$ cat src/rtl/trq_pkg.sv
// Package for the two-sided rendezvous queue.
// Holds sizes, status codes, controller states, the command and status structs
// and the ring index helpers. It depends on nothing.
package trq_pkg;

   localparam int QUEUE_DEPTH  = 64;
   localparam int TICKET_WIDTH = 32;
   localparam int OWNER_WIDTH  = 16;
   localparam int TIME_WIDTH   = 48;
   localparam int VALUE_WIDTH  = 64;
   localparam int STATUS_WIDTH = 3;
   localparam int IDX_W        = $clog2(QUEUE_DEPTH);
   localparam int CNT_W        = $clog2(QUEUE_DEPTH + 1);

   localparam logic [1:0] SIDE_LEFT  = 2'd1;
   localparam logic [1:0] SIDE_RIGHT = 2'd2;
   localparam logic [1:0] SIDE_BOTH  = SIDE_LEFT | SIDE_RIGHT;

   localparam logic FUNC_ASK    = 1'b0;
   localparam logic FUNC_CANCEL = 1'b1;

   typedef enum logic [STATUS_WIDTH-1:0] {
      ST_QUEUED    = 3'd0,
      ST_MATCHED   = 3'd1,
      ST_CANCELLED = 3'd2,
      ST_TOO_LATE  = 3'd3,
      ST_FULL      = 3'd4
   } status_type;

   typedef enum logic [2:0] {
      S_IDLE,
      S_DISPATCH,
      S_SCAN,
      S_RESULT,
      S_REMOVE,
      S_FIX
   } ctl_state_type;

   // one stored waiter
   typedef struct packed {
      logic [TICKET_WIDTH-1:0] ticket;
      logic [VALUE_WIDTH-1:0]  value;
      logic [OWNER_WIDTH-1:0]  owner;
      logic                    stats;
      logic [TIME_WIDTH-1:0]   stamp;
   } entry_type;

   // controller to datapath
   typedef struct packed {
      logic       capture;   // take the request beat
      logic       enqueue;   // write the asker at the tail
      logic       rd_start;  // read the head entry, start a scan there
      logic       rd_next;   // read the next entry of the scan
      logic       rsp_load;  // load the result register
      status_type rsp_kind;  // which result to form
      logic       remove;    // drop the entry last read
      logic       fix_step;  // move head/tail over holes by one
   } ctl_cmd_type;

   // datapath to controller
   typedef struct packed {
      logic func_cancel;
      logic side_ok;
      logic full;
      logic hit;
      logic scan_done;
      logic out_free;
      logic fix_done;
   } dp_stat_type;

   function automatic logic [IDX_W-1:0] ring_next(input logic [IDX_W-1:0] i);
      return (i == IDX_W'(QUEUE_DEPTH - 1)) ? '0 : i + 1'b1;
   endfunction

   function automatic logic [IDX_W-1:0] ring_prev(input logic [IDX_W-1:0] i);
      return (i == '0) ? IDX_W'(QUEUE_DEPTH - 1) : i - 1'b1;
   endfunction

endpackage

$ cat src/rtl/trq_ctrl.sv
// Controller of the rendezvous queue: sequences capture, enqueue, match,
// cancel scan, result load and ring repair. Depends on trq_pkg.
module trq_ctrl (
   input  logic                 clock,
   input  logic                 reset,
   input  logic                 req_valid,
   output logic                 req_ready,
   input  trq_pkg::dp_stat_type stat,
   output trq_pkg::ctl_cmd_type cmd
);
   import trq_pkg::*;

   ctl_state_type state_ff, state_in;
   status_type    kind_ff, kind_in;

   // state and result kind registers
   always_ff @(posedge clock) begin
      if (reset) begin
         state_ff <= S_IDLE;
         kind_ff  <= ST_QUEUED;
      end else begin
         state_ff <= state_in;
         kind_ff  <= kind_in;
      end
   end

   // next state and commands
   always_comb begin
      state_in     = state_ff;
      kind_in      = kind_ff;
      req_ready    = 1'b0;
      cmd          = '0;
      cmd.rsp_kind = kind_ff;
      case (state_ff)
         S_IDLE: begin
            req_ready   = 1'b1;
            cmd.capture = req_valid;
            if (req_valid) begin
               state_in = S_DISPATCH;
            end
         end
         S_DISPATCH: begin
            if (stat.func_cancel) begin
               cmd.rd_start = 1'b1;
               state_in     = S_SCAN;
            end else if (stat.side_ok) begin
               if (stat.full) begin
                  kind_in = ST_FULL;
               end else begin
                  cmd.enqueue = 1'b1;
                  kind_in     = ST_QUEUED;
               end
               state_in = S_RESULT;
            end else begin
               // other side: the head is the oldest live waiter
               cmd.rd_start = 1'b1;
               kind_in      = ST_MATCHED;
               state_in     = S_RESULT;
            end
         end
         S_SCAN: begin
            if (stat.hit) begin
               kind_in  = ST_CANCELLED;
               state_in = S_RESULT;
            end else if (stat.scan_done) begin
               kind_in  = ST_TOO_LATE;
               state_in = S_RESULT;
            end else begin
               cmd.rd_next = 1'b1;
            end
         end
         S_RESULT: begin
            if (stat.out_free) begin
               cmd.rsp_load = 1'b1;
               if (kind_ff == ST_MATCHED || kind_ff == ST_CANCELLED) begin
                  state_in = S_REMOVE;
               end else begin
                  state_in = S_IDLE;
               end
            end
         end
         S_REMOVE: begin
            cmd.remove = 1'b1;
            state_in   = S_FIX;
         end
         S_FIX: begin
            if (stat.fix_done) begin
               state_in = S_IDLE;
            end else begin
               cmd.fix_step = 1'b1;
            end
         end
         default: begin
            state_in = S_IDLE;
         end
      endcase
   end

endmodule

$ cat config.mk
export PLATFORM = sky130hd
export DESIGN_NAME = trq_ctrl
export DESIGN_NICKNAME = d
export VERILOG_FILES = /design/src/rtl/trq_pkg.sv /design/src/rtl/trq_ctrl.sv
export SDC_FILE = /design/constraint.sdc
export NUM_CORES = 1
export LEC_CHECK = 0
export ABC_AREA = 0
export BUFFER_PORTS_ARGS = -buffer_cell sky130_fd_sc_hd__buf_2
export CORE_AREA = 2 2 39 41
export CTS_BUF_LIST = sky130_fd_sc_hd__clkbuf_16
export CTS_CLUSTER_SIZE = 16
export DETAILED_ROUTE_END_ITERATION = 6
export DIE_AREA = 0 0 41 43
export PLACE_DENSITY_LB_ADDON = 0.05
export SLEW_MARGIN = 25
export SYNTH_ARGS = -nofsm -noshare
export SYNTH_HDL_FRONTEND = slang
export SYNTH_SLANG_ARGS = --single-unit
$ cat constraint.sdc
create_clock -name clock -period 2.3 [get_ports clock]
set_clock_uncertainty 0.05 [all_clocks]
set_input_delay 0 -clock clock [delete_from_list [all_inputs] [get_ports clock]]
set_output_delay 0 -clock clock [all_outputs]
set_load 0.1 [all_outputs]
==> summary.md, run 1 <==
| Metric | Value |
|---|---|
| Remaining DRCs | 0 |
| I/O Buffers | 20 |
| Highest ir drop seen on vdd | 0.443 mV |
| Core ar. | 1380 sq um |
| Synth async-reset ratio | 0 |
| TritonCTS sink count | 6 |
| N_diodes | 0 |
| Placed standard-cell area | between 500 and 600 sq um |
| Worst r2r path cells | 4 |
| Most common cell in the synthesized netlist | dfxtp_1 |
| Min Tclk post-route | 1.80 ns |
| Total Nets Final | 86 |
| Seq cells post-synth | 6 |
| Worst path cell trace | nand2b_4, nor4b_2, buf_2 |
| Post-Syn Area | around 410 sq um |
| CTS buffer count | 3 |
| RePlAce Congestion | about 0.67 |
| Max cap viols | 0 |
| Cts repair resizes | 0 |
| Share of cells above drive strength 1 | 0.446 |
| Final setup vio count | 0 |
| Site Rows | 14 |
| RSZ-0062 raised after global routing | false |
| Initial core utilization | 0.297 |
| CP Max Fanout | 14 |
| WL/cell | 11.9 um |
| Post-synth EDFFs | 0 |
| Critical path class | reg -> out |
| CTS clk-pin slew, worst paths | 0.03 ns |
| Area Overhead vs Synth | 58.8% |
| Min-Delay Path Class | in -> reg |
| Setup crit start | state_ff[0]$_SDFFE_PP0P_ |
| Die height | roughly 43 um |
| Top delay family on crit path | flip-flops |
| H-tree depth | 1 |
| Instance count of the mapped netlist | between 50 and 60 |
| CP Buf/Inv Count | 1 |
| Synth top area cells | dfxtp_1, nor2b_1, nor3_1, o21ai_0, a21oi_1 |
| RR Startpoint | state_ff[0]$_SDFFE_PP0P_ |
| PD cells | 933 nW/um^2 |
| Seq/Total Area, Yosys | 0.293 |
| Global Route Usage Sum | 0.144 |
| Synth cell count leaders | dfxtp_1, nor2_1, nor2b_1, nor3_1, o21ai_0 |
| Crit Reg-Reg Endpoint | kind_ff[1]$_SDFFE_PP0P_ |
| Drt first pass iters | 4 |
| IO Count | 21 |
| Bufs on Longest Clock Path | 2 |
| Hold path startpoint | stat[5] |
| Pins Over Slew Limit | 0 |
| Relative slew slack | 0.607 |
| Vias/cell | 5.07 |
| Top_reg_cell synth | dfxtp_1 |
| CP startpoint kind | register |
| CP Capture Point | cmd[8] |
| Synth top area share | 0.293 |
| DRT iter0 DRCs | 4 |
| Number of library cell types mapped by synthesis | 28 |
| Vias in the first global route | 404 |
| Grt ovf | 0 |
| Setup bufs post-CTS | 0 |
| Worst-Margin Slew | 0.589 ns |
| Leakage | between 0.0003 and 0.0004 uW |
| Clk Tree Root Cell | clkbuf_16 |
| WL final | 1070 um |
| Pin count of the biggest net entering global routing | 17 |
| Worst Setup End Kind | output pin |
| Initial antenna violation count | 0 |
| Non-Filler Cell Area, Final | 652 sq um |
| Clock insertion delay at the later pin of the skew report | 0.23 ns |
| WP depth | 3 |
| CP peak stage delay | 0.68 ns |
| Final TNS setup | 0 ns |
| CTS Hold Bufs | 2 |
| Ys Warns | 0 |
| Fin crit share | 0.783 |
| Die ar. | 1760 sq um |
| First-pass GRT wire length | 1690 um |
| CTS tree | done |
| Synth Net Count | 61 |
| Req. time, crit path | around 2.3 ns |
| Outcome | finished, final reports clean |
| Crit path max-delay cell type | dfxtp_1 |
| Vias | roughly 460 |
| Antenna violation net count after detailed routing | 0 |
| Fmax | 555 MHz |
| Area leader, netlist | dfxtp_1 |
| Reg2Reg Setup Slack | 0.64 ns |
| Die Wd | slightly above 40 um |
| Syn avg cell area | around 8.0 sq um |
| Endpoints failing hold | 0 |
| WP data arrival | 1.75 ns |
| Placed wire-length estimate | about 800 um |
## cell usage in the layout, fill, tap and decap left out, drive strengths merged, types with 2 or more instances in the layout
master / n
dfxtp: 6
clkbuf: 3
o21ai: 4
nor2: 4
buf: 20
and2: 2
nand2b: 2
dlygate4sd3: 2
nor2b: 4
a31oi: 2
a21oi: 3
nor3b: 3
nor3: 4
## worst reg2reg max path: stages, from the launching register on
cell	delay, ns
dfxtp_1	0.68
nand2b_4	0.13
o22a_2	0.28
or3_1	0.32
a21oi_1	0.13
## layout make-up
cell class / instances / area [sq um]
clock buffer: 3 / 75.1
multi-input combinational: 42 / 313
tap: 16 / 20.0
fill: 143 / 732
inverter: 1 / 3.75
sequential: 6 / 120
timing repair buffer: 22 / 120
## kinds of logic after synthesis
| logic type | count (synthesis) | share of synthesized area |
|---|---|---|
| flops | 6 | 0.293 |
| mux | 1 | 0.0274 |
| simple gates | 25 | 0.384 |
| xor+xnor | 1 | 0.0213 |
| compound gates | 15 | 0.247 |
| buf+inv | 3 | 0.0274 |
## power by group
group	leakage [uW]	switching [uW]	internal (uW)
Combinational	0.000217	143	51.1
Sequential	0.0000490	22.7	114
Clock	0.0000370	55.0	223
Total	0.000303	221	388
## routing by layer
metal | vias to the layer above | track usage | routed length (um) | part of all wire
met5 | - | 0 | 0 | 0
met4 | 0 | 0.0800 | 14 | 0.013
met3 | 2 | 0.0628 | 52 | 0.049
met2 | 14 | 0.209 | 514 | 0.48
met1 | 204 | 0.167 | 487 | 0.46
li1 | 236 | - | - | -
## worst min-delay path by stage
stage                               endpoint  slack [ns]  cells past startpoint
floorplan            kind_ff[1]$_SDFFE_PP0P_        0.02                      1
finish               kind_ff[0]$_SDFFE_PP0P_        0.03                      3
global route         kind_ff[2]$_SDFFE_PP0P_        0.06                      3
detailed placement  state_ff[1]$_SDFFE_PP0P_        0.19                      2
global placement    state_ff[1]$_SDFFE_PP0P_        0.20                      2
CTS                  kind_ff[2]$_SDFFE_PP0P_        0.03                      3
## state kept, by name, indices dropped and copies added (netlist names)
name	cells
state_ff	3
kind_ff	3
## metrics by stage
stage	hold WS, ns	setup WS (ns)	util	std cells	total power (uW)
3_3_place_gp	0.198	0.646	0.402	85	331
3_5_place_dp	0.194	0.634	0.402	85	331
6_report	0.0293	0.500	0.471	90	608
4_1_cts	0.0293	0.485	0.471	90	618
5_1_grt	0.0591	0.426	0.471	90	637
2_1_floorplan	0.0191	-0.0989	-	51	295
Power figures use the tool's default switching activity.
==> inputs of run 2 (changes only) <==
--- a/config.mk
+++ b/config.mk
@@ -5,7 +5,7 @@
 export SDC_FILE = /design/constraint.sdc
 export NUM_CORES = 1
 export LEC_CHECK = 0
-export ABC_AREA = 0
+export ABC_AREA = 1
 export BUFFER_PORTS_ARGS = -buffer_cell sky130_fd_sc_hd__buf_2
 export CORE_AREA = 2 2 39 41
 export CTS_BUF_LIST = sky130_fd_sc_hd__clkbuf_16
==> constraint.sdc (replaced) <==
create_clock -name clock -period 1.8 [get_ports clock]
set_clock_uncertainty 0.05 [all_clocks]
set_input_delay 0 -clock clock [delete_from_list [all_inputs] [get_ports clock]]
set_output_delay 0 -clock clock [all_outputs]
set_load 0.1 [all_outputs]
==> run 2 against run 1 <==
- wire length rose by 2.0%
- setup slack worse by 0.33 ns
- final cell count increased by 29%
- worst hold slack worse by 0.00065 ns
- final area is 11% higher
- critical path type unchanged
- non-clock buffer count down 1
==> summary.md, run 2 <==
| Metric | Value |
|---|---|
| Outcome | finished, final reports clean (unchanged) |
| Top_reg_cell synth | dfxtp_1 (unchanged) |
| Drt first pass iters | 4 (unchanged) |
| Clk Tree Root Cell | clkbuf_16 (unchanged) |
| WL/cell | 9.39 um (was 11.9 um) |
| Initial antenna violation count | 0 (unchanged) |
| CTS tree | done (unchanged) |
| Die ar. | 1760 sq um (unchanged) |
| Die height | 43 um (unchanged) |
| Relative slew slack | 0.678 (was 0.607) |
| Min Tclk post-route | roughly 1.6 ns |
| Total Nets Final | 112 (was 86) |
| Commonest non-fill, non-tap cell in the layout | buf_2 (unchanged) |
| Number of library cell types mapped by synthesis | 22 (was 28) |
| I/O Buffers | 20 (unchanged) |
| Commonest cells after routing, fill and taps aside | buf_2, inv_1, nand2_1 (was buf_2, dfxtp_1, nor2b_1, nor2_1, o21ai_0) |
| Fin crit share | 0.904 |
| Bufs on Longest Clock Path | 2 (unchanged) |
| Post-Syn Area | 502 sq um (was 410 sq um) |
| Synth top area cells | dfxtp_1, inv_1, nand2_1, nor2_1, nand3_2 (was dfxtp_1, nor2b_1, nor3_1, o21ai_0, a21oi_1) |
| Dpl ws | 0.413 ns (was 0.634 ns) |
| First-pass GRT wire length | 1710 um (was 1690 um) |
| Area occupied by multi-input gates | 334 sq um (was 313 sq um) |
| Min-Delay Path Class | in -> reg (unchanged) |
| Clock insertion delay at the later pin of the skew report | 0.23 ns (about the same) |
| WL final | 1090 um (was 1070 um) |
| RSZ-0062 raised after global routing | false (unchanged) |
| RePlAce Congestion | 0.691 (was 0.671) |
| Post-synth EDFFs | 0 (unchanged) |
| Endpoints failing hold | 0 (unchanged) |
| Max cap viols | 0 (unchanged) |
| WP data arrival | 1.58 ns (was 1.75 ns) |
| Non-Filler Instances | 116 (was 90) |
| Core ar. | 1380 sq um (unchanged) |
| IO Count | 21 (unchanged) |
| Pin count of the biggest net entering global routing | 9 (was 17) |
| Cts repair resizes | 0 (unchanged) |
| Ys Warns | 0 (unchanged) |
| H-tree depth | 1 (unchanged) |
| Seq cells post-synth | 6 (unchanged) |
| Req. time, crit path | 1.75 ns (was 2.25 ns) |
| Global Route Usage Sum | 0.146 (was 0.144) |
| Final WS setup | 0.173 ns (was 0.500 ns) |
| Worst r2r path cells | 7 (was 4) |
| CTS buffer count | 3 (unchanged) |
| Setup crit start | state_ff[2]$_SDFFE_PP0P_ (was state_ff[0]$_SDFFE_PP0P_) |
| Synth top area share | 0.239 (was 0.293) |
| Pins Over Slew Limit | 0 (unchanged) |
| Synth Net Count | 87 (was 61) |
| Synth async-reset ratio | 0 (unchanged) |
| Min Hold Slack | 0.0287 ns (was 0.0293 ns) |
| Final setup vio count | 0 (unchanged) |
| Reg2Reg Setup Slack | 0.45 ns (was 0.64 ns) |
| Critical path class | reg -> out (unchanged) |
| Remaining DRCs | 0 (unchanged) |
| TritonCTS sink count | 6 (unchanged) |
| Vias/cell | 4.54 (was 5.07) |
| Instance count of the mapped netlist | 77 (was 51) |
| Worst Setup End Kind | output pin (unchanged) |
| Placed wire-length estimate | 898 um (was 797 um) |
| Dpl cells | 112 (was 85) |
| Site Rows | 14 (unchanged) |
| Die Wd | 41 um (unchanged) |
| Fmax | roughly 610 MHz |
| Fillcell total | 152 (was 143) |
| Crit Reg-Reg Endpoint | state_ff[1]$_SDFFE_PP0P_ (was kind_ff[1]$_SDFFE_PP0P_) |
| Sequential Area | 120 sq um (unchanged) |
| N_diodes | 0 (unchanged) |
| Area leader, netlist | dfxtp_1 (unchanged) |
| Vias in the first global route | 420 (was 404) |
| Worst-Margin Slew | 0.487 ns (was 0.589 ns) |
| DRT iter0 DRCs | 8 (was 4) |
| Biggest regs | kind_ff x3, state_ff x3 (unchanged) |
| Initial core utilization | 0.363 (was 0.297) |
| Non-Filler Cell Area, Final | 722 sq um (was 652 sq um) |
| Share of cells above drive strength 1 | 0.450 (was 0.446) |
| Antenna violation net count after detailed routing | 0 (unchanged) |
| Seq/Total Area, Yosys | 0.239 (was 0.293) |
| CP Capture Point | cmd[0] (was cmd[8]) |
| Placed standard-cell area | 637 sq um (was 557 sq um) |
| Grt ovf | 0 (unchanged) |
| Vias | 527 (was 456) |
| Area Overhead vs Synth | 43.9% (was 58.8%) |
| CP startpoint kind | register (unchanged) |
| Syn avg cell area | 6.52 sq um (was 8.05 sq um) |
| CP Max Fanout | 8 (was 14) |
| RR Startpoint | state_ff[2]$_SDFFE_PP0P_ (was state_ff[0]$_SDFFE_PP0P_) |
| CTS clk-pin slew, worst paths | 0.03 ns (about the same) |
| Synth cell count leaders | inv_1, nand2_1, nor2_1 (was dfxtp_1, nor2_1, nor2b_1, nor3_1, o21ai_0) |
| Setup bufs post-CTS | 0 (unchanged) |
[run 2: cell count changes in the layout (fill, tap and decap cells not counted), sizes merged, moves of 3 or more]
cell   before  now
inv         1   16
nand2       1   18
nand3       1    7
nor2        4   15
nor2b       4    0
nor3b       3    0
[run 2: per-stage QoR]
step	setup TNS [ns]	utilization
finish	0	0.522
global route	0	0.522
CTS	0	0.522
detailed placement	0	0.460
global placement	0	0.460
floorplan	-0.987	-
[run 2: how the worst min path moves through the flow]
stage | slack, ns | end | cells past startpoint | startpoint
after floorplan | 0.02 | kind_ff[2]$_SDFFE_PP0P_ | 1 | reset
after global placement | 0.14 | kind_ff[2]$_SDFFE_PP0P_ | 2 | reset
after detailed placement | 0.15 | kind_ff[2]$_SDFFE_PP0P_ | 2 | reset
after CTS | 0.03 | kind_ff[2]$_SDFFE_PP0P_ | 3 | stat[4]
after global routing | 0.04 | kind_ff[2]$_SDFFE_PP0P_ | 3 | stat[5]
final | 0.03 | kind_ff[2]$_SDFFE_PP0P_ | 3 | stat[4]
[run 2: worst max-delay path, stage by stage, from the launching register on]
cell and delay, ns:
dfxtp_1 0.56, inv_4 0.12, nor2_1 0.13, nand2_2 0.07, inv_1 0.05, buf_2 0.41
[run 2: what timing repair did]
item	CTS	global route
endpoints found under the hold margin	2	0
hold buffers	1	0
endpoints found under the setup margin	0	0
[run 2: area by class of cell]
type,count,share of cell area
Tap cell,16,0.0277
Sequential cell,6,0.166
Timing Repair Buffer,21,0.153
Clock buffer,3,0.104
Multi-Input combinational cell,54,0.463
Inverter,16,0.0867
[run 2: cell families (layout without fill, tap and decap cells)]
kind of cell / count (synthesis) / in the layout / share of synthesized area
and+or+nand+nor: 44 / 44 / 0.504
DFF: 6 / 6 / 0.239
AOI/OAI and AO/OA: 10 / 10 / 0.110
buffers and inverters: 17 / 40 / 0.147
[run 2: per-layer routing]
| layer | up-vias | track usage | part of all wire |
|---|---|---|---|
| li1 | 286 | - | - |
| met1 | 227 | 0.203 | 0.49 |
| met2 | 14 | 0.191 | 0.43 |
| met3 | 0 | 0.0785 | 0.075 |
| met4 | 0 | 0.0400 | 0 |
| met5 | - | 0 | 0 |
Power of run 2 is left out: the tool's default activity adds up to more than one toggle a clock period on the data nets, which glitch-free logic cannot reach.
